## config.mk

```make
export PLATFORM = sky130hd
export DESIGN_NAME = heq_scale
export DESIGN_NICKNAME = d
export VERILOG_FILES = /design/src/rtl/heq_pkg.sv /design/src/rtl/heq_scale.sv
export SDC_FILE = /design/constraint.sdc
export NUM_CORES = 1
export LEC_CHECK = 0
export BUFFER_PORTS_ARGS = -buffer_cell sky130_fd_sc_hd__buf_2
export CORE_MARGIN = 8
export CORE_UTILIZATION = 50
export DETAILED_ROUTE_END_ITERATION = 6
export PLACE_DENSITY = 0.69
export SETUP_SLACK_MARGIN = 0.4
export SLEW_MARGIN = 20
export SYNTH_ARGS = -nofsm -noshare
export SYNTH_HDL_FRONTEND = slang
export SYNTH_SLANG_ARGS = --single-unit
export TNS_END_PERCENT = 5
```

## constraint.sdc

```tcl
create_clock -name clock -period 4.6 [get_ports clock]
set_input_delay 0.92 -clock clock [delete_from_list [all_inputs] [get_ports clock]]
set_output_delay 0.92 -clock clock [all_outputs]
set_load 0.005 [all_outputs]
```

## src/rtl/heq_pkg.sv

```systemverilog
// Shared types and constants for the three-channel histogram equalizer.
// No dependencies; imported by heq_scale and the top level.
package heq_pkg;

   localparam int CHANNEL_COUNT = 3;
   localparam int BIN_COUNT     = 256;
   localparam int BIN_BITS      = 8;
   localparam int COUNT_BITS    = 24;
   localparam int SAMPLE_BITS   = 8;
   localparam int CH_BITS       = 2;
   localparam int NUM_BITS      = COUNT_BITS + 8;

   localparam logic [COUNT_BITS-1:0] COUNT_MAX = {COUNT_BITS{1'b1}};
   localparam logic [BIN_BITS-1:0]   BIN_LAST  = BIN_BITS'(BIN_COUNT - 1);
   localparam logic [CH_BITS-1:0]    CH_LAST   = CH_BITS'(CHANNEL_COUNT - 1);

   typedef enum logic [1:0] {
      CMD_CLEAR    = 2'd0,
      CMD_COUNT    = 2'd1,
      CMD_FINALIZE = 2'd2,
      CMD_MAP      = 2'd3
   } cmd_type;

   typedef enum logic [1:0] {
      STS_OK        = 2'd0,
      STS_NOT_READY = 2'd1,
      STS_FULL      = 2'd2,
      STS_EMPTY     = 2'd3
   } status_type;

   typedef enum logic [3:0] {
      ST_CLEAR,
      ST_IDLE,
      ST_CNT_RD,
      ST_CNT_WR,
      ST_MAP_RD,
      ST_MAP_OUT,
      ST_FIN_RD,
      ST_FIN_ACC,
      ST_FIN_DIV
   } state_type;

endpackage

```

## src/rtl/heq_scale.sv

```systemverilog
// Iterative scale unit: round(cum * 255 / total), ties to even, one quotient bit a cycle.
// Depends on heq_pkg. Requires cum <= total and total != 0.
module heq_scale
   import heq_pkg::*;
(
   input  logic                  clock,
   input  logic                  reset,
   input  logic                  start,
   input  logic [COUNT_BITS-1:0] cum,
   input  logic [COUNT_BITS-1:0] total,
   output logic                  done,
   output logic [7:0]            result
);

   logic [NUM_BITS-1:0] rem_ff, rem_in;
   logic [7:0]          quo_ff, quo_in;
   logic [2:0]          step_ff, step_in;
   logic                busy_ff, busy_in;
   logic                done_ff, done_in;
   logic [NUM_BITS-1:0] dvs;
   logic [COUNT_BITS+1:0] twice;
   logic                inc;

   assign dvs = NUM_BITS'(total) << step_ff;

   always_comb begin
      rem_in  = rem_ff;
      quo_in  = quo_ff;
      step_in = step_ff;
      busy_in = busy_ff;
      done_in = 1'b0;
      if (start) begin
         // cum * 255 as (cum << 8) - cum
         rem_in  = {cum, 8'd0} - NUM_BITS'(cum);
         quo_in  = 8'd0;
         step_in = 3'd7;
         busy_in = 1'b1;
      end else if (busy_ff) begin
         if (rem_ff >= dvs) begin
            rem_in          = rem_ff - dvs;
            quo_in[step_ff] = 1'b1;
         end
         step_in = step_ff - 3'd1;
         if (step_ff == 3'd0) begin
            busy_in = 1'b0;
            done_in = 1'b1;
         end
      end
   end

   always_ff @(posedge clock) begin
      rem_ff  <= rem_in;
      quo_ff  <= quo_in;
      step_ff <= step_in;
      if (reset) begin
         busy_ff <= 1'b0;
         done_ff <= 1'b0;
      end else begin
         busy_ff <= busy_in;
         done_ff <= done_in;
      end
   end

   // remainder is below total here, so it fits COUNT_BITS
   assign twice  = {1'b0, rem_ff[COUNT_BITS-1:0], 1'b0};
   assign inc    = (twice > (COUNT_BITS+2)'(total)) ||
                   ((twice == (COUNT_BITS+2)'(total)) && quo_ff[0]);
   assign result = (inc && (quo_ff != 8'hFF)) ? quo_ff + 8'd1 : quo_ff;
   assign done   = done_ff;

   a_start_idle: assert property (@(posedge clock) disable iff (reset)
      start |-> !busy_ff) else $error("scale start while busy");
   a_done_after_busy: assert property (@(posedge clock) disable iff (reset)
      done_ff |-> $past(busy_ff) && !busy_ff) else $error("scale done without work");
   a_start_busy: assert property (@(posedge clock) disable iff (reset)
      start |=> busy_ff) else $error("scale did not start");

endmodule

```

==> impl_metrics.ini, run 1 <==
[clocking]
cts_max_path_buffers = 2
ctsRootBufferMaster = clkbuf_16
clk_latency_ns = 0.30
cts_max_level = 2
cts.sinks = 45
ctsHoldBuffers = 0
cts.clk_slew.worst_paths_ns = 0.07
cts_buffers = 5
ctsResizeCount = 1
post-cts-setup-buffers = 0
cts_tree = done

[power]
power.leakage_uw = 0.003222
vdd_drop_max_uv = 205.2
p_per_area_nw_per_um2 = 491.3

[drt]
drc = 0
wire_per_inst_um = 19.03
vias = 5931
drt-pass1-iter-count = 5
drt.antenna.violating_nets = 0
drt_wl_total_mm = 18.48
drtIter0Drc = 515
viasPerCell = 6.108

[critical_path]
critical-path-slowest-cell = nor3b_2
max_stage_delay_ns = 0.33
crit_required_ns = 3.68
path_buf_inv = 3
path_class = input pin to output pin
critPathMostFrequentCell = buf_2
critPathCaptureType = output pin
arrival_ns = 3.10
worstPathMaxFanout = 3
crit_family = compound AO/OA/AOI/OAI gates
cp-start-kind = input pin
crit_chain = buf_2 > inv_1 > ha_1 > nand3_1 > nor3b_2 > a211oi_1 > o21ai_1 > a21oi_1 > a311oi_2 > and2_1 > mux2_1 > buf_2

[logic_synthesis]
synth.distinct_cells = 76
synthTopCellsByArea = edfxtp_1 15%, ha_1 15%, xnor2_1 5.5%, a21o_1 5.2%, a21oi_1 5.2%
postSynth.asyncResetShare = 0
synthCells = 749
syn_nets = 875
synth_seq_area_share = 0.1933
synth_top_cell_by_area = edfxtp_1
yosysWarnings = 0
synth.top_cell.area_share = 0.1521
synth-edff-count = 32
synth-seq-cells = 45
netlist_area_um2 = 6317
syn_area_per_cell_um2 = 8.434
synth_flop_cell = edfxtp_1

[sta]
fmax_ghz = 0.2489
slew_headroom = 0.5547
tightest_slew_ns = 0.6671
hold_viol_final = 0
setup_tns_ns = 0
period_needed_ns = 4.018
whs_ns = 0.5036
rsz0062_at_grt = no
clock_skew_ns = 0.01107
setup_viol_count_final = 0
drv_slew = 0
finalCritPeriodShare = 0.8736

[grt]
grt_pass1_vias = 5863
grt_max_degree = 58
grt_util_met1 = 0.3188
gr-usage-met3 = 0.02441
antenna_found_initial = 0
grt-busiest-layer = met2
grt_pass1_wl_mm = 30.05
grt_overflow = 0
grt_use_total = 0.2274
grt_use_met2 = 0.3587

[layout]
fillers = 1205
fin_nets = 924
synthToLayoutAreaGrowth_pct = 10.58
antenna_cells = 0
stdcell_area_um2 = 6985
drive_above_1_share = 0.1564

[job]
drv_cap = 0

[floorplan]
die_y_um = 128.4
initial_utilization = 0.5068
dieArea_um2 = 16490
io_pins = 60
num_rows = 41
die_width_um = 128.4
coreArea_um2 = 12470

[hold_path]
min_path_type = flip-flop to flip-flop

[placement]
io_buffers = 59
place_congestion = 0.9333
dp.final_hpwl_mm = 14.96
placed_area_um2 = 6809

[run_status]
status = finished, final reports clean
-- path summary, 6_finish.rpt --
path | start | endpoint | slack, ns | cells past startpoint
worst max-delay path | total[4] | result[1] | 0.58 | 12
worst min-delay path | quo_ff[4] | quo_ff[4] | 0.50 | 2
worst max register to register | step_ff[2] | rem_ff[8] | 0.68 | 13
worst min register to register | quo_ff[4] | quo_ff[4] | 0.50 | 2
-- registers in the layout (all words and copies together) (netlist names) --
signal,cells
rem_ff,32
quo_ff,8
step_ff,3
busy_ff,1
done,1
-- stage by stage --
stage               total power [µW]    util  setup slack, ns  std cells
floorplan                       2364       -           0.4361        749
detailed placement              2950  0.5462           0.2744        963
CTS                             3392  0.5597           0.3866        971
global route                    3689  0.5604           0.4164        971
global placement                2922  0.5462           0.3910        963
finish                          3432  0.5604           0.5816        971
-- worst register-to-register path, delay by kind of cell, from the launching register on --
family                   cells  cell delay [ns]
AO/OA/AOI/OAI                5             0.96
multiplexers                 1             0.17
AND/OR/NAND/NOR              3             0.60
buffers and inverters        3             0.67
adder cells (fa/ha/maj)      1             0.43
flip-flops                   1             0.75
-- Yosys cell counts (3+ instances only) --
cell / instances
buf_1: 8
nand4_1: 14
o2111ai_1: 3
xnor2_1: 40
o21a_1: 3
or3_1: 3
edfxtp_1: 32
nor3b_1: 3
o21ai_0: 42
dfxtp_1: 13
inv_1: 56
a211o_1: 3
a311oi_1: 3
mux4_2: 14
a31oi_1: 10
xor2_1: 22
ha_1: 74
nand2b_1: 9
a21o_1: 44
buf_2: 6
mux2i_1: 30
o21ai_1: 11
a211oi_1: 7
o22ai_1: 4
o2bb2ai_1: 4
o21ai_2: 3
nor2_1: 33
nor3_1: 6
a21oi_1: 66
o21bai_1: 7
nor2b_1: 6
clkbuf_1: 17
o31ai_1: 4
and3_1: 17
nor4_1: 5
o211ai_2: 3
nand3_1: 18
nand2_1: 57
-- where the power goes --
group | internal (µW) | leakage [µW] | switching, µW
logic | 965 | 0.00272 | 1290
clock network | 255 | 0.0000785 | 162
registers | 630 | 0.000426 | 127
total | 1850 | 0.00322 | 1580
-- final cells by class --
cell class / count / area, µm² / share of cell area
flip-flops and latches: 45 / 1222 / 0.1750
multi-input cells: 614 / 4756 / 0.6808
well taps: 172 / 215.2 / 0.03081
clock buffers: 6 / 128.9 / 0.01845
clock inverters: 2 / 33.78 / 0.004836
repair buffers: 73 / 407.9 / 0.05839
inverters: 59 / 221.5 / 0.03170
-- cell families (layout without fill, tap and decap cells) --
family / count (synthesis) / count (layout) / synth area share
DFF: 45 / 45 / 0.1933
buffers and inverters: 90 / 140 / 0.05466
and+or+nand+nor: 187 / 187 / 0.1523
AOI/OAI and AO/OA: 243 / 243 / 0.2612
xor gates and xnor gates: 62 / 62 / 0.08596
adders and majority gates: 75 / 75 / 0.1497
muxes: 47 / 47 / 0.1028
-- layout by cell type (no fill, tap or decap), types with 30 or more instances in the layout --
| cell type | count |
|---|---|
| a21oi_1 | 66 |
| a21o_1 | 44 |
| edfxtp_1 | 32 |
| nand2_1 | 57 |
| xnor2_1 | 40 |
| o21ai_0 | 42 |
| buf_2 | 59 |
| inv_1 | 56 |
| ha_1 | 74 |
| nor2_1 | 33 |
| mux2i_1 | 30 |
-- metal layers --
layer | vias up | wire, µm
met1 | 2772 | 8651
li1 | 2889 | -
met4 | 0 | 400
met3 | 23 | 1315
met2 | 247 | 8112
met5 | - | 0
No activity file was read; power rests on OpenSTA's default activity.
==> run 2, diff against run 1 <==
--- a/config.mk
+++ b/config.mk
@@ -7,9 +7,9 @@
 export LEC_CHECK = 0
 export BUFFER_PORTS_ARGS = -buffer_cell sky130_fd_sc_hd__buf_2
 export CORE_MARGIN = 8
-export CORE_UTILIZATION = 50
+export CORE_UTILIZATION = 62
 export DETAILED_ROUTE_END_ITERATION = 6
-export PLACE_DENSITY = 0.69
+export PLACE_DENSITY = 0.83
 export SETUP_SLACK_MARGIN = 0.4
 export SLEW_MARGIN = 20
 export SYNTH_ARGS = -nofsm -noshare
==> impl_metrics.ini, run 2 (synthesis results as in run 1) <==
[critical_path]
r2r_end = rem_ff[26]
cp-start-kind = input pin
crit_required_ns = 3.68
crit_chain = buf_2 > inv_1 > ha_1 > nand3_1 > nor3b_2 > a211oi_1 > o21ai_1 > a21oi_1 > a311oi_2 > and2_1 > mux2_1 > buf_2
arrival_ns = 3.20
max_stage_delay_ns = 0.33
crit_family = compound AO/OA/AOI/OAI gates
ff2ff_path_depth = 12
path_buf_inv = 3
critPathCaptureType = output pin
critPathMostFrequentCell = buf_2
crit_start = total[4]
critical-path-slowest-cell = mux2_1
r2r_start = step_ff[2]
worstPathMaxFanout = 3
path_class = input pin to output pin
r2r_setup_slack_ns = 0.64

[power]
power_uw = 3287
vdd_drop_max_uv = 185.6
power.leakage_uw = 0.003163
p_per_area_nw_per_um2 = 480.5

[floorplan]
num_rows = 37
dieArea_um2 = 13680
initial_utilization = 0.6260
die_y_um = 116.9
io_pins = 60
die_width_um = 116.9
coreArea_um2 = 10090

[layout]
largest_register = rem_ff
fillers = 864
antenna_cells = 0
largest_reg_flops = 32
reg_top3 = rem_ff: 32 flops, quo_ff: 8 flops, step_ff: 3 flops
layout.cells.most_common_list = 74 x ha_1, 66 x a21oi_1, 59 x buf_2, 57 x nand2_1, 56 x inv_1
final_common_cell = ha_1
drive_above_1_share = 0.1503
fin_nets = 917
synthToLayoutAreaGrowth_pct = 8.279

[placement]
place_congestion = 0.9478
post-place-ws_ns = 0.4002
io_buffers = 59
dp.final_hpwl_mm = 14.40

[sta]
hold_viol_final = 0
tightest_slew_ns = 0.7121
clock_skew_ns = 0.01006
finalCritPeriodShare = 0.8953
slew_headroom = 0.5253
period_needed_ns = 4.118
rsz0062_at_grt = no
fmax_ghz = 0.2428
setup_tns_ns = 0
setup_ws_ns = 0.4817
drv_slew = 0
setup_viol_count_final = 0

[drt]
drt.antenna.violating_nets = 0
drtIter0Drc = 640
viasPerCell = 6.441
vias = 5977
drc = 0
drt_wl_total_mm = 17.85
wire_per_inst_um = 19.23
drt-pass1-iter-count = 7

[hold_path]
hp-start = quo_ff[5]
min_path_type = flip-flop to flip-flop
min_to = quo_ff[5]
hold_depth = 2

[clocking]
post-cts-setup-buffers = 0
cts_buffers = 5
clk_latency_ns = 0.30
cts.clk_slew.worst_paths_ns = 0.08
cts.sinks = 45
cts_max_level = 2
ctsRootBufferMaster = clkbuf_8
cts_tree = done
cts_max_path_buffers = 2
ctsHoldBuffers = 0

[grt]
antenna_found_initial = 0
grt_pass1_wl_mm = 29.00
grt_overflow = 0
grt_use_total = 0.2672
grt_pass1_vias = 5964
grt_max_degree = 58

[run_status]
status = finished, final reports clean

[job]
drv_cap = 0
run 2: worst max path at each step:
stage / endpoint / slack [ns] / cells after the start
2_1_floorplan: rem_ff[0] / 0.44 / 13
3_3_place_gp: result[1] / 0.49 / 12
3_5_place_dp: result[5] / 0.40 / 13
4_1_cts: result[5] / 0.53 / 13
5_1_grt: result[5] / 0.41 / 13
6_report: result[1] / 0.48 / 12
run 2: layout make-up:
cell class	count	area, µm²	share of cell area
multi-input cells	614	4756	0.6953
flip-flops and latches	45	1222	0.1787
repair buffers	66	360.3	0.05268
inverters	59	221.5	0.03238
well taps	136	170.2	0.02488
clock buffers	5	68.82	0.01006
clock inverters	3	41.29	0.006036
run 2: metrics by stage:
stage          area [µm²]  cells    util  hold WS (ns)
2_1_floorplan        6317    749       -        0.4562
3_3_place_gp         6724    920  0.6663        0.4754
3_5_place_dp         6724    920  0.6663        0.4953
4_1_cts              6839    928  0.6777        0.5080
5_1_grt              6840    928  0.6778        0.5439
6_report             6840    928  0.6778        0.5111
run 2: metal layers:
metal	vias to the layer above	wire, µm	track usage	part of all wire
met2	287	7674	0.4198	0.43
li1	2884	-	-	-
met4	0	454	0.09044	0.025
met3	31	1411	0.03951	0.079
met5	-	0	0	0
met1	2775	8309	0.3674	0.47
run 2: power breakdown:
group / switching (µW) / leakage [µW] / total, µW / internal (µW)
logic: 1280 / 0.00269 / 2220 / 943
clock network: 144 / 0.0000518 / 304 / 160
registers: 130 / 0.000426 / 759 / 628
total: 1560 / 0.00316 / 3290 / 1730
run 2: timing repair:
action / 4_1_cts / 5_1_grt
endpoints found under the setup margin: 2 / 33
resized for setup: 1 / 1
gates cloned: 0 / 0
run 2: tightest hold or removal path: cells and delay by family, from the launching register on:
family / cells / cell delay [ns]
DFF: 1 / 0.35
and+or+nand+nor: 1 / 0.07
AOI/OAI and AO/OA: 1 / 0.05
